### src/design/paced_kalman_sensor_scaler_unit_assert.svh
// ----------------------------------------------------------------------------
// Assertion macros for the paced Kalman sensor scaler
// Concurrent checks on i_clk, disabled while i_rst_n is low; empty in synthesis.
// ----------------------------------------------------------------------------
`ifndef PACED_KALMAN_SENSOR_SCALER_UNIT_ASSERT_SVH
`define PACED_KALMAN_SENSOR_SCALER_UNIT_ASSERT_SVH

`ifndef SYNTHESIS
// same-cycle implication
`define PKSU_ASSERT_IMPL(lbl, ante, cons, msg) \
    lbl: assert property (@(posedge i_clk) disable iff (!i_rst_n) (ante) |-> (cons)) \
        else $error(msg);
// next-cycle implication
`define PKSU_ASSERT_NEXT(lbl, ante, cons, msg) \
    lbl: assert property (@(posedge i_clk) disable iff (!i_rst_n) (ante) |=> (cons)) \
        else $error(msg);
`else
`define PKSU_ASSERT_IMPL(lbl, ante, cons, msg)
`define PKSU_ASSERT_NEXT(lbl, ante, cons, msg)
`endif

`endif

### src/design/pksu_pkg.sv
// ----------------------------------------------------------------------------
// pksu_pkg
// Shared constants, codes and control types of the paced Kalman sensor scaler.
// ----------------------------------------------------------------------------
package pksu_pkg;

    // default widths
    localparam int SAMPLE_BITS_DEF = 10;
    localparam int FRAC_BITS_DEF   = 16;

    // fixed field widths
    localparam int TIME_W     = 32;
    localparam int ERR_W      = 32;
    localparam int DIV_W      = ERR_W + 1;
    localparam int GAIN_FRAC  = 16;
    localparam int GAIN_W     = GAIN_FRAC + 1;
    localparam int MAP_BITS   = 8;
    localparam int CFG_IDX_W  = 3;
    localparam int CFG_DATA_W = 32;

    localparam logic [GAIN_W-1:0]   GAIN_ONE = GAIN_W'(1) << GAIN_FRAC;
    localparam logic [MAP_BITS-1:0] MAP_MAX  = '1;

    // register reset values
    localparam logic [ERR_W-1:0] RST_MEASURE_ERR = 32'd131072;
    localparam logic [ERR_W-1:0] RST_INIT_ERR    = 32'd131072;
    localparam logic [ERR_W-1:0] RST_NOISE       = 32'd6554;

    // configuration register indexes
    typedef enum logic [CFG_IDX_W-1:0] {
        REG_INTERVAL   = 3'd0,
        REG_CLAMP_LOW  = 3'd1,
        REG_CLAMP_HIGH = 3'd2,
        REG_MEASURE    = 3'd3,
        REG_INIT_ERR   = 3'd4,
        REG_NOISE      = 3'd5
    } t_cfg_reg;

    // sequencer states
    typedef enum logic [3:0] {
        S_IDLE,
        S_KSTART,
        S_KDIV,
        S_MSTEP,
        S_MERR,
        S_MQHI,
        S_MQLO,
        S_NOISE,
        S_EUPD,
        S_MSTART,
        S_MDIV,
        S_MFIN,
        S_OUT
    } t_state;

    // shared multiplier operand selection
    typedef enum logic [1:0] {
        MUL_STEP,
        MUL_ERR,
        MUL_NOISE_HI,
        MUL_NOISE_LO
    } t_mul_op;

    // sequencer to datapath
    typedef struct packed {
        logic    in_ready;
        logic    out_valid;
        logic    k_load;
        logic    k_latch;
        logic    x_upd;
        logic    ne1_upd;
        logic    hi_upd;
        logic    noise_upd;
        logic    e_upd;
        logic    m_load;
        logic    s_upd;
        t_mul_op mul_op;
    } t_ctrl;

    // datapath to sequencer
    typedef struct packed {
        logic take;
        logic div_busy;
        logic div_done;
    } t_stat;

endpackage

### src/design/pksu_mul.sv
// ----------------------------------------------------------------------------
// pksu_mul
// Shared unsigned multiplier with a registered product.
// ----------------------------------------------------------------------------
module pksu_mul import pksu_pkg::*; #(
    parameter int A_W = ERR_W,
    parameter int B_W = GAIN_W
) (
    input  logic               i_clk,
    input  logic [A_W-1:0]     i_a,
    input  logic [B_W-1:0]     i_b,
    output logic [A_W+B_W-1:0] o_p
);

    logic [A_W+B_W-1:0] r_p;

    // register the product
    always_ff @(posedge i_clk) begin
        r_p <= (A_W+B_W)'(i_a) * (A_W+B_W)'(i_b);
    end

    assign o_p = r_p;

endmodule

### config.mk
export PLATFORM = sky130hd
export DESIGN_NAME = pksu_mul
export DESIGN_NICKNAME = d
export VERILOG_FILES = /design/src/design/paced_kalman_sensor_scaler_unit_assert.svh /design/src/design/pksu_pkg.sv /design/src/design/pksu_mul.sv
export SDC_FILE = /design/constraint.sdc
export NUM_CORES = 1
export LEC_CHECK = 0
export BUFFER_PORTS_ARGS = -buffer_cell sky130_fd_sc_hd__clkbuf_2
export CORE_MARGIN = 2
export CORE_UTILIZATION = 65
export CTS_BUF_LIST = sky130_fd_sc_hd__clkbuf_8
export CTS_CLUSTER_SIZE = 28
export DETAILED_ROUTE_END_ITERATION = 7
export GPL_TIMING_DRIVEN = 1
export PLACE_DENSITY = 0.83
export SETUP_SLACK_MARGIN = 0.02
export SLEW_MARGIN = 20
export SYNTH_ARGS = -nofsm -noshare
export SYNTH_HDL_FRONTEND = slang
export SYNTH_SLANG_ARGS = --single-unit
### constraint.sdc
create_clock -name i_clk -period 6.68 [get_ports i_clk]
set_input_delay 0.334 -clock i_clk [delete_from_list [all_inputs] [get_ports i_clk]]
set_output_delay 0.334 -clock i_clk [all_outputs]
set_load 0.02 [all_outputs]
======== Yosys cells after proc, flatten, opt, wreduce, memory -nomap -nowiden ========
Cells that the tools add are included.
storage, ports and cells
  register bits after elaboration ......... 49
  latch bits .............................. 0
  RAM bits ................................ 0
  memory bits (read-only) ................. 0
  output and inout port bits .............. 49
  word-level logic and storage cells ...... 2
  memories ................................ 0
cells by class
  $add $sub $neg .......................... 0
  multipliers ............................. 1
  div/mod/pow operators ................... 0
  $lt $le $gt $ge ......................... 0
  equality and inequality tests ........... 0
  shifts and indexed selects .............. 0
  multiplexer cells ....................... 0
  bitwise operators ....................... 0
  reductions and logical operators ........ 0
operator list
  cell                                            count
  32-bit by 17-bit multiplier with 49-bit output  1

======== Logic depth before layout (Yosys ltp) ========
  depth after elaboration ................. 1
  mapped depth ............................ 24
  gate-level depth less buffers ........... 22

======== Worst setup path after synthesis ========
No wires, ideal clock.
  path kind ............................... in2reg
  start ................................... in i_a[29]
  end ..................................... reg r_p[47] (netlist: o_p[47])
  library setup time ...................... 0.131 ns
  data arrival time ....................... 5.843 ns
  path slack .............................. 0.706 ns
  stages on the path ...................... 22
  path buffers ............................ 2
  path through ............................ clkbuf_1 -> clkbuf_1 -> nand2_1 -> fa_1 -> inv_1 -> fa_1 -> inv_1 -> fa_1 -> inv_1 -> fa_1 -> fa_1 -> inv_1 -> fa_1 -> inv_1 -> ha_1 -> a21o_1 -> a21o_1 -> a221o_1 -> a41o_1 -> a21oi_2 -> o31ai_1 -> xor2_1
between the ends
  word-level cells in the longest chain between the ends .. 1
ends and longest elaborated chain
  element                                         RTL line        RTL
  start: declaration                              pksu_mul.sv:10  input logic [A_W-1:0] i_a,
  32-bit by 17-bit multiplier with 49-bit output  pksu_mul.sv:19  r_p <= (A_W+B_W)'(i_a) * (A_W+B_W)'(i_b);
  end signal: assignment                          pksu_mul.sv:19
  end: declaration                                pksu_mul.sv:15  logic [A_W+B_W-1:0] r_p;
Every way passes these cells.

======== Worst setup path in the final report ========
  start ................................... in i_b[11]
  end ..................................... reg r_p[44] (netlist: o_p[44])
between the ends
  word-level cells in the longest chain between the ends .. 1
ends and longest elaborated chain
  element                                         RTL line        RTL
  start: declaration                              pksu_mul.sv:11  input logic [B_W-1:0] i_b,
  32-bit by 17-bit multiplier with 49-bit output  pksu_mul.sv:19
Every way passes these cells.

==> impl_metrics.csv <==
group,metric,value,unit
synthesis,synth_top_flop_cell,"sky130_fd_sc_hd__dfxtp_1",
final_layout,areaGrowthSynthToFinish,6.92,%
worst_setup_path,crit_chain,"clkbuf_2 > and2_1 > fa_1 > inv_1 > fa_1 > inv_1 > fa_1 > fa_1 > fa_1 > inv_1 > fa_1 > inv_1 > ha_1 > a21oi_1 > o21ai_0 > a211oi_2 > a211o_1 > a31o_4 > a31oi_4 > a211o_1 > a221o_1",
worst_setup_path,timing.critical_path.slowest_stage_cell,"sky130_fd_sc_hd__fa_1",
detailed_routing,drtIter0Drc,1132,
clock_network,tritoncts,"done",
detailed_routing,postRouteWirelength,46700,µm
clock_network,cts_repair_resize_count,0,
synthesis,sequential_cell_area_fraction_in_the_yosys_report,5.37,%
detailed_routing,post_drt_via_cell_ratio,5.65,
worst_setup_path,critPathMaxStageDelay,0.54,ns
worst_hold_path,worst_hold_path.num_cells,2,
floorplan,core_region_area,27700,µm²
floorplan,initial_utilization,65.9,%
synthesis,ys_ff_latch,49,
timing,final.period_utilization,96.8,%
placement,dp_cells,2505,
worst_setup_path,critical_path.most_common_cell,"sky130_fd_sc_hd__fa_1",
final_layout,share_of_final_layout_standard_cells_stronger_than_drive_strength_1,8.67,%
timing,number_of_hold_violations_in_the_final_report,0,
synthesis,syn-num-nets,2683,
detailed_routing,vias,14208,
final_layout,final_nets,2756,
clock_network,postCtsSetupBuffers,0,
clock_network,clock_tree.root_cell,"sky130_fd_sc_hd__clkbuf_8",
final_layout,most-common-layout-cells,"518 x sky130_fd_sc_hd__inv_1, 449 x sky130_fd_sc_hd__fa_1, 359 x sky130_fd_sc_hd__nand2_1, 216 x sky130_fd_sc_hd__and2_1, 123 x sky130_fd_sc_hd__ha_1",
synthesis,post_synthesis_share_of_cell_area_spent_on_xor_and_xnor_gates,2.02,%
final_layout,fin_area,19500,µm²
placement,gpl.final_weighted_congestion,0.935,
floorplan,die-height,172,µm
placement,hpwl,38000,µm
worst_setup_path,worst-path-max-fanout,22,
floorplan,design.die.area,29400,µm²
synthesis,ys_warn_count,0,
synthesis,adder_cell_area_share_of_the_yosys_netlist,57.7,%
clock_network,clock_sinks,49,
timing,tightest_slew,0.665,ns
synthesis,ys_types,59,
worst_setup_path,worst_setup_path_start_kind,"primary input",
placement,placed_cell_area,19400,µm²
grt,grt_usage,33.9,%
floorplan,floorplan.rows,61,
synthesis,async_s_r_ff_share_synth,0,%
run,maxCapViolCount,0,
timing,period_minus_slack,6.47,ns
synthesis,avg_synthesized_cell_area,8.86,µm²
worst_setup_path,worst_ep_required_time,6.91,ns
final_layout,fillers,2057,
clock_network,cts_max_path_bufs,2,
final_layout,insertedDiodeCount,0,
timing,worst_slew_margin_rel,55.6,%
clock_network,htree_num_levels,2,
grt,grt_max_degree,27,
synthesis,synth_simple_gate_area_share,16.8,%
timing,slew_violations,0,
timing,total_negative_slack_for_setup_checks,0,ns
grt,grt_antenna_before_repair,0,
floorplan,floorplan.io_pins,99,
final_layout,final_common_cell,"sky130_fd_sc_hd__inv_1",
synthesis,syn-cell-area,18300,µm²
worst_hold_path,timing.hold.worst.class,"primary input to register",
detailed_routing,detailedRoute.firstPassIterationCount,6,
synthesis,synth_compound_gate_area_share,5.52,%
synthesis,count_of_flip_flops_with_a_built_in_enable_after_synthesis,0,
timing,finalHoldWorstSlack,0.547,ns
clock_network,cts-buffers-inserted,5,
grt,overflow,0,
floorplan,die_x,172,µm
status,outcome,"finished clean",
clock_network,holdBufCountCts,0,
detailed_routing,antenna_violating_nets_post_route,0,
timing,rsz0062_at_grt,"false",
synthesis,synth_cells,2061,
grt,grt_first_pass_wirelength,76300,µm
synthesis,muxShareOfSynthArea,0.0548,%
worst_setup_path,worstSetupEndpointType,"register",
grt,first_global_vias,15458,
worst_setup_path,crit_arrival,6.70,ns
placement,numPortBuffers,98,
detailed_routing,post-route-drc-count,0,
clock_network,clk_pin_slew_worst_paths,0.11,ns
synthesis,synth_top_family_by_area,"adder cells",
timing,final-setup-viol-count,0,
final_layout,final-instance-count-excl-fill,2513,
worst_setup_path,critical_path_class,"primary input to register",
final_layout,largest_reg_flops,49,
timing,fmaxAchievable,155,MHz
detailed_routing,detail_route.wl_per_cell,18.6,µm
==> stage by stage <==
stage | utilization [%] | worst slack [ns]
6_report | 70.4 | 0.211
5_1_grt | 70.4 | 0.0326
4_1_cts | 70.4 | 0.261
3_5_place_dp | 70.0 | -0.0970
3_3_place_gp | 70.0 | 0.0789
2_1_floorplan | - | 0.706
==> logic make-up (layout without fill, tap and decap cells) <==
| group | Yosys count | in the layout |
|---|---|---|
| and+or+nand+nor | 643 | 643 |
| xor gates and xnor gates | 42 | 42 |
| muxes | 1 | 1 |
| AOI/OAI and AO/OA | 143 | 143 |
| buffers and inverters | 611 | 685 |
| DFF | 49 | 49 |
| adders and majority gates | 572 | 572 |
==> path summary, 6_finish.rpt <==
kind,start,end
setup / recovery,i_b[11],o_p[44]$_DFF_P_
hold / removal,i_a[0],o_p[0]$_DFF_P_
==> Yosys cell counts, types with 2 or more instances <==
cell                        number  area, µm²
sky130_fd_sc_hd__a311oi_1        2       17.5
sky130_fd_sc_hd__nand4_1         4       25.0
sky130_fd_sc_hd__o211ai_1        7       52.6
sky130_fd_sc_hd__dfxtp_1        49        981
sky130_fd_sc_hd__a221o_1         3       30.0
sky130_fd_sc_hd__a21oi_1        49        245
sky130_fd_sc_hd__nor3_1         10       50.1
sky130_fd_sc_hd__a2111oi_2       2       30.0
sky130_fd_sc_hd__a211oi_1        3       22.5
sky130_fd_sc_hd__o21bai_1        4       30.0
sky130_fd_sc_hd__and3_1          3       18.8
sky130_fd_sc_hd__fa_1          449       8990
sky130_fd_sc_hd__nor2_1         21       78.8
sky130_fd_sc_hd__nor2b_1         4       25.0
sky130_fd_sc_hd__xor2_1         12        105
sky130_fd_sc_hd__a211oi_2        2       25.0
sky130_fd_sc_hd__o21ai_0        13       65.1
sky130_fd_sc_hd__a21oi_2         2       17.5
sky130_fd_sc_hd__ha_1          123       1540
sky130_fd_sc_hd__o31ai_1         3       22.5
sky130_fd_sc_hd__a21boi_1        2       15.0
sky130_fd_sc_hd__nand2b_1        4       25.0
sky130_fd_sc_hd__a31oi_1         6       37.5
sky130_fd_sc_hd__o21a_1          2       15.0
sky130_fd_sc_hd__inv_1         518       1940
sky130_fd_sc_hd__a21o_1         19        143
sky130_fd_sc_hd__and2_1        216       1350
sky130_fd_sc_hd__nand2_1       359       1350
sky130_fd_sc_hd__o31a_1          3       26.3
sky130_fd_sc_hd__a211o_1         5       43.8
sky130_fd_sc_hd__xnor2_1        30        263
sky130_fd_sc_hd__o21ai_1         2       10.0
sky130_fd_sc_hd__and2_2          2       15.0
sky130_fd_sc_hd__nand3_1        10       50.1
sky130_fd_sc_hd__clkbuf_1       92        345
sky130_fd_sc_hd__or3_1           3       18.8
==> critical path, delay by kind of cell <==
kind,cells,cell delay (ns)
fa+ha+maj,7,3.29
compound gates,8,2.15
buf+inv,5,0.59
simple gates,1,0.31
==> metal layers <==
metal | vias to the layer above | routed length [µm] | global-route usage (%)
met1 | 7070 | 16500 | 42.6
met2 | 806 | 22700 | 55.6
met3 | 229 | 4500 | 6.30
li1 | 6103 | - | -
met4 | 0 | 3010 | 19.0
met5 | - | 0 | 0
==> cell type report <==
cell class              instances  area (µm²)  share of cell area, %
clock buffers                   6        82.6                  0.423
clock inverters                 2        37.5                  0.192
inverters                     519        1950                   9.98
multi-input cells            1401       15000                   76.7
flip-flops and latches         49         981                   5.03
well taps                     378         473                   2.42
repair buffers                158        1020                   5.21
Power is left out: the tool's default activity adds up to more than one toggle a clock period on the data nets, which glitch-free logic cannot reach.
