`src/design/paced_kalman_sensor_scaler_unit_assert.svh`:
```
// ----------------------------------------------------------------------------
// Assertion macros for the paced Kalman sensor scaler
// Concurrent checks on i_clk, disabled while i_rst_n is low; empty in synthesis.
// ----------------------------------------------------------------------------
`ifndef PACED_KALMAN_SENSOR_SCALER_UNIT_ASSERT_SVH
`define PACED_KALMAN_SENSOR_SCALER_UNIT_ASSERT_SVH

`ifndef SYNTHESIS
// same-cycle implication
`define PKSU_ASSERT_IMPL(lbl, ante, cons, msg) \
    lbl: assert property (@(posedge i_clk) disable iff (!i_rst_n) (ante) |-> (cons)) \
        else $error(msg);
// next-cycle implication
`define PKSU_ASSERT_NEXT(lbl, ante, cons, msg) \
    lbl: assert property (@(posedge i_clk) disable iff (!i_rst_n) (ante) |=> (cons)) \
        else $error(msg);
`else
`define PKSU_ASSERT_IMPL(lbl, ante, cons, msg)
`define PKSU_ASSERT_NEXT(lbl, ante, cons, msg)
`endif

`endif

```
`src/design/pksu_pkg.sv`:
```
// ----------------------------------------------------------------------------
// pksu_pkg
// Shared constants, codes and control types of the paced Kalman sensor scaler.
// ----------------------------------------------------------------------------
package pksu_pkg;

    // default widths
    localparam int SAMPLE_BITS_DEF = 10;
    localparam int FRAC_BITS_DEF   = 16;

    // fixed field widths
    localparam int TIME_W     = 32;
    localparam int ERR_W      = 32;
    localparam int DIV_W      = ERR_W + 1;
    localparam int GAIN_FRAC  = 16;
    localparam int GAIN_W     = GAIN_FRAC + 1;
    localparam int MAP_BITS   = 8;
    localparam int CFG_IDX_W  = 3;
    localparam int CFG_DATA_W = 32;

    localparam logic [GAIN_W-1:0]   GAIN_ONE = GAIN_W'(1) << GAIN_FRAC;
    localparam logic [MAP_BITS-1:0] MAP_MAX  = '1;

    // register reset values
    localparam logic [ERR_W-1:0] RST_MEASURE_ERR = 32'd131072;
    localparam logic [ERR_W-1:0] RST_INIT_ERR    = 32'd131072;
    localparam logic [ERR_W-1:0] RST_NOISE       = 32'd6554;

    // configuration register indexes
    typedef enum logic [CFG_IDX_W-1:0] {
        REG_INTERVAL   = 3'd0,
        REG_CLAMP_LOW  = 3'd1,
        REG_CLAMP_HIGH = 3'd2,
        REG_MEASURE    = 3'd3,
        REG_INIT_ERR   = 3'd4,
        REG_NOISE      = 3'd5
    } t_cfg_reg;

    // sequencer states
    typedef enum logic [3:0] {
        S_IDLE,
        S_KSTART,
        S_KDIV,
        S_MSTEP,
        S_MERR,
        S_MQHI,
        S_MQLO,
        S_NOISE,
        S_EUPD,
        S_MSTART,
        S_MDIV,
        S_MFIN,
        S_OUT
    } t_state;

    // shared multiplier operand selection
    typedef enum logic [1:0] {
        MUL_STEP,
        MUL_ERR,
        MUL_NOISE_HI,
        MUL_NOISE_LO
    } t_mul_op;

    // sequencer to datapath
    typedef struct packed {
        logic    in_ready;
        logic    out_valid;
        logic    k_load;
        logic    k_latch;
        logic    x_upd;
        logic    ne1_upd;
        logic    hi_upd;
        logic    noise_upd;
        logic    e_upd;
        logic    m_load;
        logic    s_upd;
        t_mul_op mul_op;
    } t_ctrl;

    // datapath to sequencer
    typedef struct packed {
        logic take;
        logic div_busy;
        logic div_done;
    } t_stat;

endpackage

```
`src/design/pksu_ctrl.sv`:
```
// ----------------------------------------------------------------------------
// pksu_ctrl
// Sequencer: gain, filter, error and mapping for a taken word; skip to result.
// ----------------------------------------------------------------------------
module pksu_ctrl import pksu_pkg::*; (
    input  logic  i_clk,
    input  logic  i_rst_n,
    input  logic  i_item_valid,
    input  logic  i_out_ready,
    input  t_stat i_stat,
    output t_ctrl o_ctrl
);

    t_state r_state;
    t_state n_state;

    // hold state
    always_ff @(posedge i_clk) begin
        if (!i_rst_n) begin
            r_state <= S_IDLE;
        end else begin
            r_state <= n_state;
        end
    end

    // next state
    always_comb begin
        n_state = r_state;
        case (r_state)
            S_IDLE: begin
                if (i_item_valid) begin
                    n_state = i_stat.take ? S_KSTART : S_OUT;
                end
            end
            S_KSTART: n_state = S_KDIV;
            S_KDIV: begin
                if (i_stat.div_done) begin
                    n_state = S_MSTEP;
                end
            end
            S_MSTEP:  n_state = S_MERR;
            S_MERR:   n_state = S_MQHI;
            S_MQHI:   n_state = S_MQLO;
            S_MQLO:   n_state = S_NOISE;
            S_NOISE:  n_state = S_EUPD;
            S_EUPD:   n_state = S_MSTART;
            S_MSTART: n_state = S_MDIV;
            S_MDIV: begin
                if (i_stat.div_done) begin
                    n_state = S_MFIN;
                end
            end
            S_MFIN: n_state = S_OUT;
            S_OUT: begin
                if (i_out_ready) begin
                    n_state = S_IDLE;
                end
            end
            default: n_state = S_IDLE;
        endcase
    end

    // decode controls
    always_comb begin
        o_ctrl = '0;
        o_ctrl.mul_op = MUL_STEP;
        case (r_state)
            S_IDLE:   o_ctrl.in_ready  = 1'b1;
            S_KSTART: o_ctrl.k_load    = 1'b1;
            S_KDIV:   o_ctrl.mul_op    = MUL_STEP;
            S_MSTEP: begin
                o_ctrl.k_latch = 1'b1;
                o_ctrl.mul_op  = MUL_STEP;
            end
            S_MERR: begin
                o_ctrl.x_upd  = 1'b1;
                o_ctrl.mul_op = MUL_ERR;
            end
            S_MQHI: begin
                o_ctrl.ne1_upd = 1'b1;
                o_ctrl.mul_op  = MUL_NOISE_HI;
            end
            S_MQLO: begin
                o_ctrl.hi_upd = 1'b1;
                o_ctrl.mul_op = MUL_NOISE_LO;
            end
            S_NOISE:  o_ctrl.noise_upd = 1'b1;
            S_EUPD:   o_ctrl.e_upd     = 1'b1;
            S_MSTART: o_ctrl.m_load    = 1'b1;
            S_MDIV:   o_ctrl.mul_op    = MUL_STEP;
            S_MFIN:   o_ctrl.s_upd     = 1'b1;
            S_OUT:    o_ctrl.out_valid = 1'b1;
            default:  o_ctrl.mul_op    = MUL_STEP;
        endcase
    end

endmodule

```
`config.mk`:
```
export PLATFORM = sky130hd
export DESIGN_NAME = pksu_ctrl
export DESIGN_NICKNAME = d
export VERILOG_FILES = /design/src/design/paced_kalman_sensor_scaler_unit_assert.svh /design/src/design/pksu_pkg.sv /design/src/design/pksu_ctrl.sv
export SDC_FILE = /design/constraint.sdc
export NUM_CORES = 1
export LEC_CHECK = 0
export BUFFER_PORTS_ARGS = -buffer_cell sky130_fd_sc_hd__buf_2
export CORE_AREA = 2 2 39 41
export CTS_CLUSTER_SIZE = 12
export DETAILED_ROUTE_END_ITERATION = 8
export DIE_AREA = 0 0 41 43
export PLACE_DENSITY = 0.63
export REMOVE_ABC_BUFFERS = 1
export SYNTH_ARGS = -nofsm -noshare
export SYNTH_HDL_FRONTEND = slang
export SYNTH_SLANG_ARGS = --single-unit
```
`constraint.sdc`:
```
create_clock -name i_clk -period 1.53 [get_ports i_clk]
set_input_delay 0.153 -clock i_clk [delete_from_list [all_inputs] [get_ports i_clk]]
set_output_delay 0.153 -clock i_clk [all_outputs]
set_load 0.005 [all_outputs]
```
# Word level (Yosys, flattened, before mapping)
# Cells that the tools add are included.
[classes]
n_reduce_logical = 2
order_cmp = 0
div = 0
muxes = 18
n_shift = 0
n_eq_ne = 16
bitwise = 0
n_mul = 0
add_sub_neg = 0
[ops]
columns = ["op", "n"]
rows = [
  ["one-hot mux 4 bit (13 select lines)", 1],
  ["equality test 4 bit, second input constant", 5],
  ["two-way mux 4 bit", 5],
  ["equality test 4 x 3 -> 1 bit, second input constant", 4],
  ["two-way mux 1 bit", 11],
  ["equality test 4 x 2 -> 1 bit, second input constant", 2],
  ["inequality test 2 bit, second input constant", 4],
  ["one-hot mux 2 bit (3 select lines)", 1],
  ["equality test 4 x 1 -> 1 bit, second input constant", 1],
  ["logical NOT 4 bit", 1],
  ["AND reduction 4 bit", 1],
]
[word_totals]
mem_count = 0
wordCells = 37
latchBits = 0
reg_bits = 4
mem_bits_ro = 0
out_inout_bits = 13
ram_bits = 0

# Depth between registers and ports, before layout
[logic_depth]
depth_word = 3
ltp_mapped = 5
ltp_nobuf = 3

# Worst setup path after synthesis
# No wires, ideal clock.
[synth_timing]
path_kind = "flip-flop to flip-flop"
startpoint = "reg r_state[2]"
endpoint = "reg r_state[2]"
path_stages_with_launch = 4
required_ps = 1404
arrival_ps = 1002
n_path_buf = 0
slack_ps = 402
setup_ps = 126
path_cell_list = "dfxtp_1 > or4b_1 > nand3_1 > o32ai_1"
[synth_via]
elab_chain_cells = 3
word_cells_on_any_way = 19
cone_classes = "eq/ne (16); mux (1); reduce/logical (2)"
[synth_rtl]
columns = ["item", "line", "source"]
rows = [
  ["start: declaration", "pksu_ctrl.sv:14", "t_state r_state;"],
  ["start signal: assignment", "pksu_ctrl.sv:22", "r_state <= n_state;"],
  ["equality test 4 x 2 -> 1 bit (tied with other cells)", "pksu_ctrl.sv:29", "case (r_state)"],
  ["inequality test 2 bit (no line)", "n/a", ""],
  ["AND reduction 4 bit (no line)", "n/a", ""],
]
# Parallel ways exist; a longest one is shown, timed or not.
# A chain may end at the register's enable or synchronous reset.

==> flow_summary_export.csv <==
group,metric,value,unit
timing,setup-violations-final,0,
drt,number_of_design_rule_violations_left_by_the_first_detailed_router_iteration,3,
worst_setup_path,critPathArrivalTime,1260,ps
layout,top_register,"r_state",
power,maximum_vdd_drop,799,uV
timing,final_hold_violation_count,0,
yosys,synth.largest_area_cell,"sky130_fd_sc_hd__dfxtp_1",
layout,layout_overhead_on_the_synthesized_area,27.6,%
timing,rsz0062_at_grt,"no",
power,sw_frac_of_total,44.2,%
yosys,area_share_of_the_leading_cell_type_in_the_synthesized_netlist,22.6,%
yosys,ys_seq_area_share,22.6,%
timing,max_freq,706,MHz
clock_network,clock_insertion_delay_worst_skew,230,ps
worst_hold_path,hold_end,"r_state[1]",
floorplanning,start_util,25.6,%
power,power.switching,0.368,mW
worst_setup_path,cp_slowest_stage_delay,390,ps
drt,drt-total-wl,860,um
place,numPortBuffers,18,
floorplanning,die_w,41,um
global_route,grt_first_pass_wirelength,1350,um
power,portion_of_total_power_attributed_to_combinational_logic,48.8,%
global_route,globalRouteTotalUtil,11.4,%
clock_network,numClockSinks,4,
drt,num_vias,393,
global_route,global_route.usage.met2,16.6,%
layout,design.final.nets,75,
place,post-place-cells,79,
global_route,gr-usage-met3,8.38,%
worst_hold_path,min-delay-start,"i_rst_n",
power,cellPowerDensity,1840,nW/um^2
worst_setup_path,worst_setup_path_startpoint,"r_state[0]",
yosys,postSynthCellCount,50,
drt,avgRoutedWirePerCell,10.5,um
yosys,yosys_register_bits,4,
global_route,initial_antenna_violation_count,0,
yosys,ys_top_cells_by_area,"sky130_fd_sc_hd__dfxtp_1 (23%), sky130_fd_sc_hd__nor2_1 (9.5%), sky130_fd_sc_hd__nand2b_1 (8.8%), sky130_fd_sc_hd__buf_6 (6.4%), sky130_fd_sc_hd__nor3_1 (5.7%)",
timing,relSlewSlack,81.9,%
clock_network,post_cts_hold_buffer_count,0,
timing,fin_hold_ws,168,ps
power,fin_total_pwr,0.832,mW
power,internal-power,0.465,mW
place,post_dp_hpwl,648,um
floorplanning,dieHeight,43,um
timing,layout_worst_path_cycle_share,92.6,%
worst_setup_path,worstPathCellList,"nand2b_1, or2_2, inv_1, buf_2",
timing,fin_setup_tns,0,ps
clock_network,cts_tree,"built",
place,placed_area,424,um^2
flow_run,drv_cap,0,
layout,layout.cells.most_common_list,"sky130_fd_sc_hd__buf_2 (18), sky130_fd_sc_hd__nor2_1 (9), sky130_fd_sc_hd__nand2b_1 (5)",
worst_setup_path,timing.rr.start,"r_state[2]",
layout,final_non_filler_cell_total,82,
global_route,grt.overflow.total,0,
worst_setup_path,crit-reg2reg-capture,"r_state[2]",
layout,filler_cell_count,154,
floorplanning,io_pins,20,
worst_setup_path,worstRegToRegCells,3,
worst_setup_path,cp_startpoint_kind,"flip-flop",
worst_hold_path,holdPathStages,3,
drt,ant_nets,0,
floorplanning,std_cell_rows,14,
worst_setup_path,critical_path.top_delay_family,"simple AND/OR/NAND/NOR gates",
yosys,syn_area,354,um^2
drt,route.detailed.vias_per_inst,4.79,
drt,iteration_count_of_the_initial_detailed_routing_pass,3,
global_route,first_global_vias,329,
worst_setup_path,critical_path_peak_fanout,15,
worst_hold_path,hold_path_class,"in2reg",
layout,largestRegisters,"r_state: 4 flops",
clock_network,cts_root_buf,"sky130_fd_sc_hd__clkbuf_4",
clock_network,cts_max_level,1,
worst_setup_path,setup.worst_path.class,"reg2out",
worst_setup_path,critPathBufInv,2,
global_route,grt_max_degree,16,
clock_network,cts.reportedPaths.clkPinSlew,40,ps
run_status,status,"completed",
floorplanning,std_cell_core_area,1380,um^2
global_route,met1_usage,13.5,%
layout,design_area,452,um^2
timing,timing_worst_slew_pin_value,272,ps
worst_setup_path,timing.critical_path.slowest_stage_cell,"sky130_fd_sc_hd__dfxtp_2",
drt,drc,0,
layout,diodes,0,
global_route,grt-busiest-layer,"met2",
clock_network,cts-buffers-inserted,3,
clock_network,cts-root-to-sink-buffers,2,
layout,layout_commonest_cell,"sky130_fd_sc_hd__buf_2",
power,p_leak,0.220,nW
floorplanning,die-area,1760,um^2
power,sequential_power_share,35.9,%
worst_setup_path,r2r_slack,280,ps
place,place_congestion,0.747,
worst_setup_path,required,1380,ps
clock_network,postCtsSetupBuffers,0,
worst_setup_path,critical_path.endpoint_type,"primary output",
layout,proportion_of_layout_cells_with_a_drive_suffix_above_1,40.9,%
yosys,syn_area_per_cell,7.08,um^2
yosys,ys_types,26,
timing,crit_path_time_final,1420,ps
power,clockPowerShare,15.3,%
timing,fin_worst_skew,3.72,ps
timing,drv_slew,0,
yosys,yosysWarnings,0,
layout,largest_register_ff_count,4,
## how the worst max path moves through the flow
stage                       to  depth (start not counted)
global route        o_ctrl[11]                          4
CTS                 o_ctrl[11]                          4
detailed placement  r_state[2]                          3
floorplan           r_state[2]                          3
global placement    r_state[2]                          3
finish              o_ctrl[11]                          4
## power by group through the flow
stage / logic [mW] / registers (mW) / clock network, mW
5_1_grt: 0.470 / 0.321 / 0.150
3_5_place_dp: 0.411 / 0.289 / 0
6_report: 0.407 / 0.298 / 0.127
3_3_place_gp: 0.402 / 0.287 / 0
4_1_cts: 0.413 / 0.294 / 0.135
2_1_floorplan: 0.285 / 0.251 / 0
## final cells by class
| class | instances | area (um^2) | share of cell area (%) |
|---|---|---|---|
| inverter | 1 | 3.75 | 0.831 |
| timing repair buffer | 18 | 90.1 | 19.9 |
| multi-input combinational | 40 | 230 | 51.0 |
| sequential | 4 | 85.1 | 18.8 |
| clock buffer | 3 | 22.5 | 4.99 |
| tap | 16 | 20.0 | 4.43 |
## routing by layer
| layer | part of all wire [%] | vias to the layer above |
|---|---|---|
| li1 | - | 208 |
| met1 | 46 | 167 |
| met2 | 42 | 18 |
| met3 | 12 | 0 |
| met4 | 0 | 0 |
| met5 | 0 | - |
## worst min-delay path: stages
cell	delay, ps
sky130_fd_sc_hd__buf_2	120
sky130_fd_sc_hd__nand2_1	50
sky130_fd_sc_hd__nor2_1	30
## cell families (layout without fill, tap and decap cells)
| group | after synthesis | after routing | share of synthesized area [%] |
|---|---|---|---|
| XOR/XNOR | 1 | 1 | 2.47 |
| AO/OA/AOI/OAI | 7 | 7 | 13.8 |
| AND/OR/NAND/NOR | 32 | 32 | 48.8 |
| flip-flops | 4 | 4 | 22.6 |
| buffers and inverters | 6 | 22 | 12.4 |
## cells in the mapped netlist
cell type,number
sky130_fd_sc_hd__a21oi_1,1
sky130_fd_sc_hd__buf_4,1
sky130_fd_sc_hd__o21ai_0,1
sky130_fd_sc_hd__nor3b_2,1
sky130_fd_sc_hd__a211oi_1,1
sky130_fd_sc_hd__or2_1,1
sky130_fd_sc_hd__nand3_1,1
sky130_fd_sc_hd__nand2_1,4
sky130_fd_sc_hd__a31oi_1,1
sky130_fd_sc_hd__xnor2_1,1
sky130_fd_sc_hd__buf_6,2
sky130_fd_sc_hd__dfxtp_1,4
sky130_fd_sc_hd__and3_1,1
sky130_fd_sc_hd__nor3_1,4
sky130_fd_sc_hd__a221oi_1,1
sky130_fd_sc_hd__or4b_1,1
sky130_fd_sc_hd__o21bai_1,1
sky130_fd_sc_hd__buf_2,2
sky130_fd_sc_hd__nor2b_1,1
sky130_fd_sc_hd__or2_2,1
sky130_fd_sc_hd__o32ai_1,1
sky130_fd_sc_hd__nor2_1,9
sky130_fd_sc_hd__nand2b_1,5
sky130_fd_sc_hd__nor4_1,2
sky130_fd_sc_hd__inv_1,1
sky130_fd_sc_hd__nor3b_1,1
## metrics by stage
stage          util [%]  worst slack, ps
5_1_grt            32.6             22.7
4_1_cts            32.5             39.4
3_5_place_dp       30.7              185
3_3_place_gp       30.7              192
2_1_floorplan         -              299
6_report           32.6              113
## repair_timing
item	4_1_cts	5_1_grt
pin swaps	0	0
endpoints found under the setup margin	1	2
resized for setup	2	2
Note: power is estimated with default switching activity, not from simulation.
