[src/design/paced_kalman_sensor_scaler_unit_assert.svh]
// ----------------------------------------------------------------------------
// Assertion macros for the paced Kalman sensor scaler
// Concurrent checks on i_clk, disabled while i_rst_n is low; empty in synthesis.
// ----------------------------------------------------------------------------
`ifndef PACED_KALMAN_SENSOR_SCALER_UNIT_ASSERT_SVH
`define PACED_KALMAN_SENSOR_SCALER_UNIT_ASSERT_SVH

`ifndef SYNTHESIS
// same-cycle implication
`define PKSU_ASSERT_IMPL(lbl, ante, cons, msg) \
    lbl: assert property (@(posedge i_clk) disable iff (!i_rst_n) (ante) |-> (cons)) \
        else $error(msg);
// next-cycle implication
`define PKSU_ASSERT_NEXT(lbl, ante, cons, msg) \
    lbl: assert property (@(posedge i_clk) disable iff (!i_rst_n) (ante) |=> (cons)) \
        else $error(msg);
`else
`define PKSU_ASSERT_IMPL(lbl, ante, cons, msg)
`define PKSU_ASSERT_NEXT(lbl, ante, cons, msg)
`endif

`endif

[src/design/pksu_pkg.sv]
// ----------------------------------------------------------------------------
// pksu_pkg
// Shared constants, codes and control types of the paced Kalman sensor scaler.
// ----------------------------------------------------------------------------
package pksu_pkg;

    // default widths
    localparam int SAMPLE_BITS_DEF = 10;
    localparam int FRAC_BITS_DEF   = 16;

    // fixed field widths
    localparam int TIME_W     = 32;
    localparam int ERR_W      = 32;
    localparam int DIV_W      = ERR_W + 1;
    localparam int GAIN_FRAC  = 16;
    localparam int GAIN_W     = GAIN_FRAC + 1;
    localparam int MAP_BITS   = 8;
    localparam int CFG_IDX_W  = 3;
    localparam int CFG_DATA_W = 32;

    localparam logic [GAIN_W-1:0]   GAIN_ONE = GAIN_W'(1) << GAIN_FRAC;
    localparam logic [MAP_BITS-1:0] MAP_MAX  = '1;

    // register reset values
    localparam logic [ERR_W-1:0] RST_MEASURE_ERR = 32'd131072;
    localparam logic [ERR_W-1:0] RST_INIT_ERR    = 32'd131072;
    localparam logic [ERR_W-1:0] RST_NOISE       = 32'd6554;

    // configuration register indexes
    typedef enum logic [CFG_IDX_W-1:0] {
        REG_INTERVAL   = 3'd0,
        REG_CLAMP_LOW  = 3'd1,
        REG_CLAMP_HIGH = 3'd2,
        REG_MEASURE    = 3'd3,
        REG_INIT_ERR   = 3'd4,
        REG_NOISE      = 3'd5
    } t_cfg_reg;

    // sequencer states
    typedef enum logic [3:0] {
        S_IDLE,
        S_KSTART,
        S_KDIV,
        S_MSTEP,
        S_MERR,
        S_MQHI,
        S_MQLO,
        S_NOISE,
        S_EUPD,
        S_MSTART,
        S_MDIV,
        S_MFIN,
        S_OUT
    } t_state;

    // shared multiplier operand selection
    typedef enum logic [1:0] {
        MUL_STEP,
        MUL_ERR,
        MUL_NOISE_HI,
        MUL_NOISE_LO
    } t_mul_op;

    // sequencer to datapath
    typedef struct packed {
        logic    in_ready;
        logic    out_valid;
        logic    k_load;
        logic    k_latch;
        logic    x_upd;
        logic    ne1_upd;
        logic    hi_upd;
        logic    noise_upd;
        logic    e_upd;
        logic    m_load;
        logic    s_upd;
        t_mul_op mul_op;
    } t_ctrl;

    // datapath to sequencer
    typedef struct packed {
        logic take;
        logic div_busy;
        logic div_done;
    } t_stat;

endpackage

[src/design/pksu_div.sv]
// ----------------------------------------------------------------------------
// pksu_div
// Restoring divider, one quotient bit per cycle, shared by gain and mapping.
// ----------------------------------------------------------------------------
module pksu_div import pksu_pkg::*; #(
    parameter int QUO_W = 18
) (
    input  logic                         i_clk,
    input  logic                         i_rst_n,
    input  logic                         i_go,
    input  logic [DIV_W-1:0]             i_rem,
    input  logic [QUO_W-1:0]             i_dvd,
    input  logic [DIV_W-1:0]             i_dsr,
    input  logic [$clog2(QUO_W+1)-1:0]   i_steps,
    output logic [QUO_W-1:0]             o_quo,
    output logic                         o_busy,
    output logic                         o_done
);

    localparam int CNT_W = $clog2(QUO_W+1);

    logic             r_busy;
    logic [CNT_W-1:0] r_cnt;
    logic [DIV_W-1:0] r_rem;
    logic [QUO_W-1:0] r_dvd;
    logic [DIV_W-1:0] r_dsr;
    logic [QUO_W-1:0] r_quo;

    logic [DIV_W:0]   shifted;
    logic [DIV_W:0]   diff;
    logic             fits;

    // bring down the next dividend bit and trial-subtract
    always_comb begin
        shifted = {r_rem, r_dvd[QUO_W-1]};
        diff    = shifted - {1'b0, r_dsr};
        fits    = shifted >= {1'b0, r_dsr};
    end

    // count steps
    always_ff @(posedge i_clk) begin
        if (!i_rst_n) begin
            r_busy <= 1'b0;
            r_cnt  <= '0;
        end else if (i_go) begin
            r_busy <= 1'b1;
            r_cnt  <= i_steps;
        end else if (r_busy) begin
            r_cnt <= r_cnt - CNT_W'(1);
            if (r_cnt == CNT_W'(1)) begin
                r_busy <= 1'b0;
            end
        end
    end

    // advance remainder, dividend and quotient
    always_ff @(posedge i_clk) begin
        if (i_go) begin
            r_rem <= i_rem;
            r_dvd <= i_dvd;
            r_dsr <= i_dsr;
            r_quo <= '0;
        end else if (r_busy) begin
            r_rem <= fits ? diff[DIV_W-1:0] : shifted[DIV_W-1:0];
            r_dvd <= r_dvd << 1;
            r_quo <= {r_quo[QUO_W-2:0], fits};
        end
    end

    assign o_quo  = r_quo;
    assign o_busy = r_busy;
    assign o_done = r_busy && (r_cnt == CNT_W'(1));

endmodule

[config.mk]
export PLATFORM = sky130hd
export DESIGN_NAME = pksu_div
export DESIGN_NICKNAME = d
export VERILOG_FILES = /design/src/design/paced_kalman_sensor_scaler_unit_assert.svh /design/src/design/pksu_pkg.sv /design/src/design/pksu_div.sv
export SDC_FILE = /design/constraint.sdc
export NUM_CORES = 1
export LEC_CHECK = 0
export ABC_CLOCK_PERIOD_IN_PS = 7000
export BUFFER_PORTS_ARGS = -buffer_cell sky130_fd_sc_hd__buf_2
export CORE_ASPECT_RATIO = 2
export CORE_UTILIZATION = 55
export CTS_CLUSTER_SIZE = 25
export DETAILED_ROUTE_END_ITERATION = 16
export MAX_ROUTING_LAYER = met4
export PLACE_DENSITY = 0.78
export SLEW_MARGIN = 20
export SYNTH_ARGS = -nofsm -noshare
export SYNTH_HDL_FRONTEND = slang
export SYNTH_SLANG_ARGS = --single-unit
[constraint.sdc]
create_clock -name i_clk -period 7 [get_ports i_clk]
set_clock_uncertainty 0.15 [all_clocks]
set_input_delay 0.7 -clock i_clk [delete_from_list [all_inputs] [get_ports i_clk]]
set_output_delay 0.7 -clock i_clk [all_outputs]
set_load 0.03 [all_outputs]
# After elaboration in Yosys (flattened, before gate mapping)

Index checks and enable logic that the tools add are counted.

Add/subtract/negate cells: 2
Multiply operators: 0
Divide/modulo/power cells: 0
Magnitude comparators: 1
Eq/ne operators: 1
Shift operators: 0
Multiplexer cells: 10
Bitwise operators: 0
Reduce and logical (&&, ||, !) cells: 2

Operators by type and width:

| kind                                              | number |
|---|---|
| 2-to-1 mux 33 bit                                 | 3 |
| 2-to-1 mux 18 bit                                 | 2 |
| >= comparator 34 x 33 -> 1 bit                    | 1 |
| subtractor 33 bit                                 | 1 |
| 2-to-1 mux 5 bit                                  | 2 |
| == test 5 x 1 -> 1 bit (second input constant)    | 1 |
| subtractor 5 x 1 -> 5 bit (second input constant) | 1 |
| 2-to-1 mux 1 bit                                  | 3 |
| nonzero test 2 bit                                | 1 |
| logical AND 1 bit                                 | 1 |

Register bits after elaboration: 108
Bits in latches: 0
RAM bits: 0
Memory bits (read-only): 0
Input bits: 92
Output and inout bits: 20
Logic and storage cells: 22
Memories kept: 0

# Longest topological paths before layout

Gate-level depths: netlist (run 1).

Depth after elaboration: 4
Gate-level depth with buffers: 14
Mapped depth without buffers: 12

# Worst setup path before layout (run 1)

No wires, ideal clock.

Kind: input to register
From: in i_go
To: reg r_dvd[0] (enable)
Library setup time: 0.604 ns
Data arrival time: 2.387 ns
Data required time: 6.246 ns
Setup slack: 3.859 ns
Stages: 5
Buffers on the path: 3
Cell sequence: clkbuf_1 > inv_1 > clkbuf_1 > clkbuf_1 > nand2_1

Longest elaborated chain between the ends: 1

Ends and longest elaborated chain:

| element                      | RTL line       | RTL |
|---|---|---|
| from (decl)                  | pksu_div.sv:10 | `input logic i_go,` |
| nonzero test 2 bit (no line) | n/a            |  |
| to (signal assigned)         | pksu_div.sv:60 | `r_dvd <= i_dvd;` |
| to (signal assigned)         | pksu_div.sv:65 | `r_dvd <= r_dvd << 1;` |
| to (decl)                    | pksu_div.sv:25 | `logic [QUO_W-1:0] r_dvd;` |

Every way passes these cells.
A chain may end at the register's enable or synchronous reset.

# Worst setup path after layout (run 1)

From: reg r_dvd[17]
To: reg r_rem[0], data pin

Longest elaborated chain between the ends: 4

Ends and longest elaborated chain:

| element                                                             | RTL line                       | RTL |
|---|---|---|
| subtractor 33 bit or >= comparator 34 x 33 -> 1 bit (tied branches) | pksu_div.sv:36, pksu_div.sv:37 |  |
| 2-to-1 mux 33 bit (*)                                               | pksu_div.sv:64                 | `r_rem <= fits ? diff[DIV_W-1:0] : shifted[DIV_W-1:0];` |
| 2-to-1 mux 33 bit (*)                                               | pksu_div.sv:63                 | `end else if (r_busy) begin` |
| 2-to-1 mux 33 bit (*)                                               | pksu_div.sv:58                 | `if (i_go) begin` |
| to (signal assigned)                                                | pksu_div.sv:59                 | `r_rem <= i_rem;` |
| to (signal assigned)                                                | pksu_div.sv:64                 |  |
| to (decl)                                                           | pksu_div.sv:24                 | `logic [DIV_W-1:0] r_rem;` |

Mark *: on every way between the ends. The rest lies on a longest branch, timed or not. The select of a mux whose other input is x is not followed.

==> summary by stage, run 1 <==
Timing
The achievable frequency is 256 MHz. Setup repair after global routing left no endpoint under its margin. The time the final worst path needs with I/O delays and setup is 3900 ps.

The number of slew-limit violations in the final report is 0. The remaining max-slew budget at the tightest pin is 0.288. The count of final hold-check violations is 0. The worst hold slack is 356 ps. The share of the cycle needed by the critical path after routing is 0.558. For the final routed database, the setup TNS stands at 0 ps.

For the pin with the worst max-slew slack, the measured transition is 1070 ps. The number of endpoints failing setup at the final stage is 0.

GRT
Across every metal layer, demand over resource in global routing totals 0.265. Global routing finished with a remaining overflow of 0. The number of global-route vias before repair was 5316.

The pin count of the biggest net entering global routing is 95. The number of antenna violations at the first check in global routing is 0. The first global-routing pass estimated 24600 microns of wire.

Drt
In the final routed layout, each cell accounts on average for 17.4 microns. The number of DRC markers in iteration 0 is 259. For this block, the routed nets add up to 15200 microns of wire. The count of vias placed by the detailed router is 5184. The number of routed nets with antenna violations is 0. The first TritonRoute pass finished after 5 iterations. The via-per-instance ratio is 5.93.

The remaining design rule violation count is 0.

Logic synthesis
By area the synthesized netlist is led by sky130_fd_sc_hd__edfxtp_1 (38%), sky130_fd_sc_hd__dfxtp_1 (7.3%), sky130_fd_sc_hd__ha_1 (6.7%). The largest total area in the synthesized netlist belongs to sky130_fd_sc_hd__edfxtp_1. In this run the cell area of the synthesized design comes to 0.00655 sq mm.

In the synthesized netlist, the number of instances is 628. The mean area per synthesized cell is 10.4 sq um. The async set or reset register ratio after synthesis is 0.

For this run, the register share of the synthesized area comes to 0.458. Counting distinct cell types in the post-synthesis netlist gives 64. The number of enable flip-flop cells after synthesis is 84. The number of nets in the synthesized netlist is 756. Among all flip-flop cells after synthesis, the most frequent one is sky130_fd_sc_hd__edfxtp_1. The share of the synthesized area in the top cell type is 0.385. The post-synthesis sequential element count is 108.

The number of warnings issued by yosys is 0.

Finish
Relative to the synthesized area, the layout overhead comes to 14.0%. 0 antenna diodes ended up in the layout. The ratio of cells with drive above 1 in the final layout is 0.243. For this run, the share of the core covered by cells in the final layout is 0.642.

The count of nets after finishing is 852.

Floorplanning
The die span in x is 79.2 microns. The effective utilization at floorplan is 0.563. The core outline area is 0.0116 sq mm. The die is 156 microns tall. The count of standard-cell rows is 56. The die area is 0.0124 sq mm. Pin placement for this block handled 112 I/O pins.

Setup path
The logic depth of the worst register-to-register path is 12. The maximum fanout along the worst path is 45. The reg2reg setup slack is 3100 ps.

The origin of the critical flop-to-flop path is r_dvd[17]. The endpoint type of the worst setup path is a flip-flop. The type of the worst setup path is reg2reg. At the worst endpoint, the arrival time is 3860 ps. STA puts the critical path data required time at 6960 ps. The worst setup path is launched from a flip-flop. The reg-to-reg endpoint is r_rem[0].

Placement
The number of buffer cells added on primary ports is 111. Summed over all nets, the half-perimeter wirelength after detailed placement is 11200 microns. The congestion estimate from routability-driven global placement came to 0.991.

CTS
At the later pin of the worst-skew pair, clock insertion delay measures 360 ps. The CTS buffer count is 9. Counting every sink on the clock net gives 108. The number of buffers added to fix hold violations after cts is 0. CTS built an H-tree with a depth of 3. After clock tree synthesis, the clock-pin slew on the worst setup and hold paths is 80 ps.

TritonCTS built the clock tree. The maximum clock path buffer count is 2. Buffers added to address setup during post-CTS repair amount to 0. The number of resized instances in the post-cts repair step is 0. The clock root buffer is sky130_fd_sc_hd__clkbuf_16.

Pwr
The worst-case IR drop observed on VDD is 202 uV. The leakage dissipation is 3.24 nW. The total power density per cell area is 318 mW/mm^2.

Run
Across the run, the number of max-cap violations was 0.

Outcome
The flow ran to the end, and the final reports show no timing, DRC or antenna violations.

Worst hold path
The worst min-delay path startpoint is o_quo[17]. The hold path endpoint is o_quo[17]. The worst hold path passes through 2 cells.

The worst hold path belongs to the class reg2reg.
metal layers:
layer  track usage  up-vias  part of all wire
li1              -     2511                 -
met4         0.155        0             0.048
met3        0.0437       47             0.040
met2         0.464      180              0.54
met1         0.274     2446              0.37
met5             -        -                 0
Yosys cell counts, drive strengths merged, types with 5 or more instances:
cell type	n
a211oi	9
a21o	21
a21oi	35
a31oi	13
and2	12
and3	5
buf	11
clkbuf	20
dfxtp	24
edfxtp	84
ha	35
inv	46
mux2	18
mux2i	23
nand2	51
nand3	32
nand4	6
nor2	38
nor2b	7
nor3	9
o211ai	6
o21ai	27
o21bai	5
o311ai	14
o31ai	5
xnor2	20
xor2	11
through the flow:
step	std cells	power (mW)	setup WS (ps)	area (sq um)
finish	874	2.37	3100	7470
global route	874	2.50	2890	7470
CTS	874	2.37	3070	7470
detailed placement	858	1.85	3080	7170
global placement	858	1.81	3160	7170
floorplan	628	1.64	3860	6550
worst max-delay path, stage by stage, from the launching register on:
cell and delay (ps):
sky130_fd_sc_hd__edfxtp_1 370, sky130_fd_sc_hd__inv_1 80, sky130_fd_sc_hd__ha_1 160, sky130_fd_sc_hd__inv_1 50
sky130_fd_sc_hd__fa_1 390, sky130_fd_sc_hd__a21o_1 220, sky130_fd_sc_hd__a221o_1 360, sky130_fd_sc_hd__a21oi_4 210
sky130_fd_sc_hd__o211ai_2 120, sky130_fd_sc_hd__a21oi_2 200, sky130_fd_sc_hd__o31a_2 870, sky130_fd_sc_hd__mux2i_1 170
sky130_fd_sc_hd__mux2_2 290
worst max-delay path by stage:
stage                          end  cells past startpoint       from  slack, ps
after floorplan           r_dvd[0]                      5       i_go       3860
after CTS                 r_rem[0]                     12  r_dvd[17]       3070
final                     r_rem[0]                     12  r_dvd[17]       3100
after global routing      r_rem[0]                     12  r_dvd[17]       2890
after global placement    r_rem[0]                     12  r_dvd[17]       3160
after detailed placement  r_rem[0]                     12  r_dvd[17]       3080
power by group:
part | switching, mW | leakage, nW | internal [mW]
Sequential | 0.0486 | 1.04 | 0.810
Combinational | 0.586 | 2.06 | 0.405
Clock | 0.269 | 0.150 | 0.256
state kept, by name, summed over array words and instances, names as in the netlist:
register and cells:
r_cnt 5, o_busy 1, r_dsr 33, o_quo 18, r_dvd 18, r_rem 33
cells in the final DEF, fill, tap and decap left out, types with 5 or more instances in the layout:
cell,n
sky130_fd_sc_hd__o21bai_1,5
sky130_fd_sc_hd__nor2_1,38
sky130_fd_sc_hd__o21ai_0,27
sky130_fd_sc_hd__nor2b_1,7
sky130_fd_sc_hd__nand4_1,5
sky130_fd_sc_hd__mux2i_1,23
sky130_fd_sc_hd__inv_1,46
sky130_fd_sc_hd__o211ai_1,5
sky130_fd_sc_hd__mux2_2,18
sky130_fd_sc_hd__ha_1,35
sky130_fd_sc_hd__clkbuf_16,9
sky130_fd_sc_hd__nand2_1,50
sky130_fd_sc_hd__nor3_1,9
sky130_fd_sc_hd__buf_4,6
sky130_fd_sc_hd__a21o_1,21
sky130_fd_sc_hd__o311ai_2,11
sky130_fd_sc_hd__dfxtp_1,24
sky130_fd_sc_hd__xnor2_1,20
sky130_fd_sc_hd__nand3_1,32
sky130_fd_sc_hd__buf_2,110
sky130_fd_sc_hd__xor2_1,11
sky130_fd_sc_hd__and2_1,12
sky130_fd_sc_hd__and3_1,5
sky130_fd_sc_hd__a211oi_1,8
sky130_fd_sc_hd__a31oi_1,13
sky130_fd_sc_hd__edfxtp_1,84
sky130_fd_sc_hd__a21oi_1,32
final cells by class:
cell class	instances	area, sq um
Fill cell	989	4160
Multi-Input combinational cell	443	3220
Sequential cell	108	3000
Timing Repair Buffer	116	596
Clock buffer	9	225
Tap cell	145	181
Inverter	46	173
Clock inverter	7	77.6
cell families (layout without fill, tap and decap cells):
family	Yosys count	in the layout	synth area share
DFF	108	108	0.458
buffers and inverters	77	178	0.0514
adders and majority gates	36	36	0.0699
AOI/OAI and AO/OA	160	160	0.184
and+or+nand+nor	175	175	0.129
xor gates and xnor gates	31	31	0.0414
muxes	41	41	0.0661
Note: power is estimated with default switching activity, not from simulation.
==> inputs of run 2 (changes only) <==
ABC_CLOCK_PERIOD_IN_PS = 3450   (was 7000)
CORE_UTILIZATION = 52   (was 55)
clock period = 3.45 ns   (was 7 ns; I/O delays follow)
==> run 2 against run 1 <==
Fmax increased by 21%. Clock power increased by 110%. Clock-buffer cell count increased by 1. Final cell count increased by 3.3%. Setup slack got worse by 2900 ps. Wire length increased by 4.0%. Critical endpoint is now r_rem[24]. Largest cell class unchanged. Die area increased by 5.7%. Total power increased by 110%. Non-clock buffer count increased by 27.
==> summary by stage, run 2 (synthesis gave the netlist of run 1 again) <==
Run
The number of max-cap violations is 0.

CTS
The clock reaches the later pin of the worst-skew pair after 360 ps. The clock transition at the registers of the reported paths is 80 ps. The H-tree was split into 3 levels. The tree is rooted in a sky130_fd_sc_hd__clkbuf_16.

The tree built by TritonCTS fans out to 108 sinks. Clock tree synthesis inserted a total of 9 buffers. TritonCTS built the clock tree.

In this run the deepest clock path goes through 2 buffers.

GRT
The total routing usage reported by global routing is 0.261. The pin count of the biggest net entering global routing is 52. The first global-routing pass estimated 25400 microns of wire.

The number of global-route vias before repair is 5561. The number of antenna violations at the first check in global routing came to 0. For this run the aggregate overflow at the end of global routing stands at 0.

Setup path
In this run the number of cells on the critical path is 12. The slowest stage cell on the critical path is sky130_fd_sc_hd__fa_1. The count of buffer and inverter cells on the critical path is 2. In this design, the stage delay of the slowest critical-path cell is 400 ps. The worst path arrival time is 3150 ps. The critical path goes through inv_1 > ha_1 > inv_1 > fa_1 > a21o_1 > a221o_1 > a21oi_4 > o211ai_1 > a31o_2 > o221ai_1 > xor2_1 > o221ai_1. The type of the worst setup path is reg2reg. The worst setup path is captured at a flip-flop. STA classifies the critical path startpoint as a flip-flop. The required arrival time at the worst endpoint is 3390 ps. On the critical path the largest part of the delay comes from compound AO/OA/AOI/OAI gates.

In this run the worst path has a maximum fanout of 5. The number of cells on the worst reg-to-reg path is 12.

Drt
The via-per-instance ratio is 5.87. Once detail routing completed, the nets flagged for antenna violations numbered 0. For this block, the routed nets add up to 15900 microns of wire. The remaining design rule violation count is 0. The first detailed-routing pass took 5 iterations. The count of vias placed by the detailed router is 5299. In the final routed layout, each cell accounts on average for 17.6 microns. In this run, the number of DRC markers left after iteration 0 of detailed routing was 245.

Pwr
The peak supply drop is 430 uV. The leakage dissipation is 3.38 nW. The post-route total power is 4.99 mW. For this design the ratio of total power to cell area is 644 mW/mm^2.

Placement
The detailed-placement wirelength estimate is 11700 microns. Once placement completed, the tool counted placed cells totaling 873. The final weighted congestion in routability-driven placement is 0.915. The number of buffer cells added on primary ports is 111.

Timing
The transition time at the pin with the least slew margin is 705 ps. The count of final hold-check violations is 0. The number of slew-limit violations in the final report was 0. In the final timing run, aggregate negative setup slack is 0 ps. Subtracting the final worst setup slack from the clock period gives 3210 ps.

Headroom to the max-slew limit came out at 0.530. The number of endpoints failing setup at the final stage is 0. The worst hold slack is 12.4 ps.

Static timing analysis puts the maximum clock frequency at 311 MHz. Setup repair after global routing left no endpoint under its margin. The share of the cycle needed by the critical path after routing is 0.931.

Floorplanning
During I/O placement, the number of pins put on the boundary was 112. Measured along the x axis, the die boundary spans 81.4 microns. For this configuration, the core starts out at a cell density of 0.537. The die area is 0.0131 sq mm. The floorplan has 57 rows.

After floorplanning, the core was sized to cover 0.0122 sq mm. In this run the vertical extent of the chip is 161 microns.

Worst hold path
The number of cells traversed by the worst hold path is 1. The class of the tightest hold or removal check is in2reg.

Finish
The count of nets after finishing is 879. In the layout the commonest cells are sky130_fd_sc_hd__buf_2 (110), sky130_fd_sc_hd__edfxtp_1 (84), sky130_fd_sc_hd__nand2_1 (50), sky130_fd_sc_hd__inv_1 (46), sky130_fd_sc_hd__nor2_1 (38). The finished layout holds 903 standard cells, fillers aside. Of the cells placed in the final design, the portion with a size suffix greater than 1 is 0.253. The library cell used most frequently in the layout, excluding fill and tap cells, is sky130_fd_sc_hd__buf_2.

The area growth from synthesis to layout is 18.2%. The largest registers in the layout are r_dsr: 33 flops, r_rem: 33 flops. The antenna diode instance count is 0.

Outcome
The run finished with clean final reports.
## run 2: power by group
group | switching [mW] | internal, mW | total, mW | leakage [nW]
clock | 0.545 | 0.564 | 1.11 | 0.157
combinational | 1.22 | 0.912 | 2.13 | 2.19
sequential | 0.103 | 1.64 | 1.75 | 1.04
total | 1.87 | 3.12 | 4.99 | 3.38
## run 2: what timing repair did
| item | in CTS | in global routing |
|---|---|---|
| gates resized for setup | 0 | 3 |
| hold buffers | 3 | 10 |
| endpoints found under the hold margin | 3 | 10 |
| setup buffers | 0 | 1 |
| setup endpoints to repair | 0 | 16 |
## run 2: layout make-up
cell class	instances	area, sq um
clock buffers	10	250
clock inverters	6	75.1
fillers	1000	4450
inverters	46	173
multi-input cells	443	3220
flip-flops and latches	108	3000
well taps	147	184
repair buffers	143	838
## run 2: worst paths after layout
check | startpoint | endpoint | slack [ps]
worst max-delay path | r_dvd[17] | r_rem[24] | 240
worst min-delay path | i_dsr[11] | r_dsr[11] | 10
worst max register to register | r_dvd[17] | r_rem[24] | 240
worst min register to register | o_quo[17] | o_quo[17] | 360
## run 2: layer usage
layer / GRT usage / up-vias / wire length (microns)
li1: - / 2571 / -
met1: 0.258 / 2519 / 5890
met2: 0.475 / 171 / 8740
met3: 0.0381 / 38 / 572
met4: 0.131 / 0 / 652
met5: - / - / 0
## run 2: through the flow
| step | setup WS, ps | util | instance area [sq um] |
|---|---|---|---|
| after floorplan | 407 | - | 6550 |
| after global placement | 276 | 0.596 | 7270 |
| after detailed placement | 173 | 0.596 | 7270 |
| after CTS | 157 | 0.625 | 7620 |
| after global routing | 8.50 | 0.635 | 7750 |
| final | 237 | 0.635 | 7750 |
==> inputs of run 3 (changes only) <==
REMOVE_ABC_BUFFERS = 1   (was unset)
==> run 3 against run 2 <==
Non-clock buffer count down 12. Global-route usage up 0.30 points. Sequential share of layout area up 0.48 points. Wire length up 1.4%. Register-to-register slack worse by 100 ps. Design area down 1.2%. Flip-flop and latch count unchanged. Via count down 2.5%. Utilization down 0.78 points. Critical endpoint is now r_rem[23]. Highest routed layer unchanged.
==> summary by stage, run 3 (synthesis gave the netlist of run 1 again) <==
GRT
Entering global routing, the biggest net connects 130 pins. For this run, the total global-route usage over all layers was measured as 0.264. For this run, global-route usage on met1 was measured as 0.262. The number of global-route vias before repair is 5341. After global routing, the most crowded layer is met2. For this run the aggregate overflow at the end of global routing stands at 0. The number of antenna violations at the first check in global routing is 0.

For this run, global-route usage on met2 was measured as 0.484. The global-route wire length before repair is 25300 microns. For this run, global-route usage on met3 was measured as 0.0364.

Timing
Setup repair after global routing left no endpoint under its margin. The number of endpoints failing setup at the final stage is 0. The worst hold slack is 3.02 ps. Dividing the final minimum period by the clock period gives 0.960. The achievable frequency is 302 MHz.

The count of final hold-check violations is 0. In the post-route analysis, the smallest setup slack over all paths is 137 ps. Summed over all failing endpoints, the final setup total negative slack is 0 ps. The time the final worst path needs with I/O delays and setup is 3310 ps. Headroom to the max-slew limit came out at 0.463. The number of slew-limit violations in the final report came to 0. At the pin with the least slew margin, the transition time is 804 ps.

Drt
The detailed-routing iteration count for the pre-antenna-repair pass is 4. After detailed routing, the total wire length is 16100 microns. For this block, the initial DRC count from the detailed router was 199. The wire length per cell after detailed routing is 18.0 microns. Once detail routing completed, the nets flagged for antenna violations numbered 0. The remaining design rule violation count is 0. Dividing the detail-routed via count by the number of cells gives 5.80. The final route contains 5166 vias.

CTS
CTS saw 108 sinks. The CTS H-tree depth is 3. TritonCTS built the clock tree. The cell sitting at the root of the clock tree is a sky130_fd_sc_hd__clkbuf_16.

The clock latency at the later pin of the worst-skew pair is 360 ps. No sink is reached through more buffers than the 2 on the longest clock path. Counting the buffers created by CTS gives 9. The clock transition at the registers of the reported paths is 80 ps.

Setup path
The count of buffer and inverter cells on the critical path is 4. The cell that appears most often on the critical path is sky130_fd_sc_hd__inv_1. For this run, the slowest stage of the critical path takes 400 ps. The critical path in this run is classified as reg2reg.

The maximum fanout along the worst path is 12. The endpoint type of the worst setup path is a flip-flop. At the worst endpoint, the arrival time is 3230 ps. The slowest stage cell on the critical path is sky130_fd_sc_hd__a221o_1.

The worst register-to-register path has a setup slack of 140 ps. In this run the critical register-to-register path is captured at r_rem[23]. The required arrival time at the worst endpoint is 3370 ps. The worst setup path is launched from a flip-flop. In this design, the largest share of critical-path delay is due to compound AO/OA/AOI/OAI gates.

Counting cells, the worst reg-to-reg path comes to 14. The critical path goes through inv_1 > ha_1 > inv_1 > fa_2 > a21o_1 > a221o_1 > a21oi_4 > o211ai_2 > a21oi_2 > o31ai_2 > buf_12 > nand2_1 > buf_4 > o221ai_1. The worst register-to-register path begins at r_dvd[17].

Finish
After the flow finishes, the layout carries non-filler instances totaling 891. The count of nets after finishing is 867. The antenna diode instance count is 0. The area growth from synthesis to layout is 16.8%. Of the cells placed in the final design, the portion with a size suffix greater than 1 is 0.258. In the layout the commonest cells are sky130_fd_sc_hd__buf_2 (110), sky130_fd_sc_hd__edfxtp_1 (84), sky130_fd_sc_hd__nand2_1 (50), sky130_fd_sc_hd__inv_1 (46), sky130_fd_sc_hd__nor2_1 (38). The largest registers in the layout are r_dsr: 33 flops, r_rem: 33 flops. Leaving out fill and tap cells, the most frequent cell in the layout is sky130_fd_sc_hd__buf_2.

Run
Max-cap violations in this run came to 0.

Floorplanning
The total area inside the core boundary comes to 0.0122 sq mm. For this design the top-level I/O count stands at 112. In this run the vertical extent of the chip is 161 microns. The floorplan has 57 rows. The effective utilization at floorplan is 0.537. The die span in x is 81.4 microns.

The die area is 0.0131 sq mm.

Placement
Routability-driven placement finished with a final weighted congestion of 0.948. Prior to clock tree synthesis, the placed netlist has a worst setup slack of 143 ps. Buffers placed on the I/O ports in this run total 111. The detailed-placement wirelength estimate is 12100 microns. The number of placed cells counting well taps is 872.

Worst hold path
The number of cells traversed by the worst hold path is 1. The startpoint identified for the worst hold timing path is i_dsr[18]. The worst hold path belongs to the class in2reg.

The hold path endpoint is r_dsr[18].

Pwr
For this design the static power due to leakage is 3.34 nW. Overall power consumption after layout is estimated at 4.98 mW. For this design the ratio of total power to cell area is 650 mW/mm^2. The peak supply drop is 394 uV.

Outcome
The run finished with clean final reports.
==> run 3: where the power goes <==
| part | internal (mW) | total [mW] | switching [mW] | leakage [nW] |
|---|---|---|---|---|
| clock | 0.553 | 1.08 | 0.523 | 0.153 |
| sequential | 1.64 | 1.75 | 0.106 | 1.04 |
| combinational | 0.915 | 2.15 | 1.24 | 2.15 |
| total | 3.11 | 4.98 | 1.87 | 3.34 |
==> run 3: per-stage QoR <==
step	area, sq um	util
6_report	7650	0.627
5_1_grt	7650	0.627
4_1_cts	7620	0.625
3_5_place_dp	7310	0.600
3_3_place_gp	7310	0.600
2_1_floorplan	6390	-
==> run 3: cell type report <==
| type | instances | area (sq um) |
|---|---|---|
| fill | 1007 | 4540 |
| multi-input combinational | 443 | 3220 |
| sequential | 108 | 3000 |
| timing repair buffer | 131 | 761 |
| clock buffer | 10 | 250 |
| tap | 147 | 184 |
| inverter | 46 | 173 |
| clock inverter | 6 | 62.6 |
==> run 3: per-layer routing <==
metal  part of all wire  routed length, microns  up-vias
li1                   -                       -     2550
met1               0.36                    5820     2442
met2               0.57                    9140      136
met3              0.032                     518       38
met4              0.037                     592        0
met5                  0                       0        -
==> run 3: repair_timing <==
item | 4_1_cts | 5_1_grt
resized for setup | 0 | 1
hold buffers | 0 | 1
buffers inserted | 0 | 2
hold endpoints to repair | 0 | 1
endpoints found under the setup margin | 0 | 7
==> run 3: worst max-delay path by stage <==
stage / cells past startpoint / slack, ps / end / start
floorplan: 12 / -550 / r_rem[0] / r_dvd[17]
global placement: 14 / 250 / r_rem[24] / r_dvd[17]
detailed placement: 14 / 140 / r_rem[23] / r_dvd[17]
CTS: 14 / 110 / r_rem[23] / r_dvd[17]
global route: 13 / 30 / r_rem[31] / r_dvd[17]
finish: 14 / 140 / r_rem[23] / r_dvd[17]
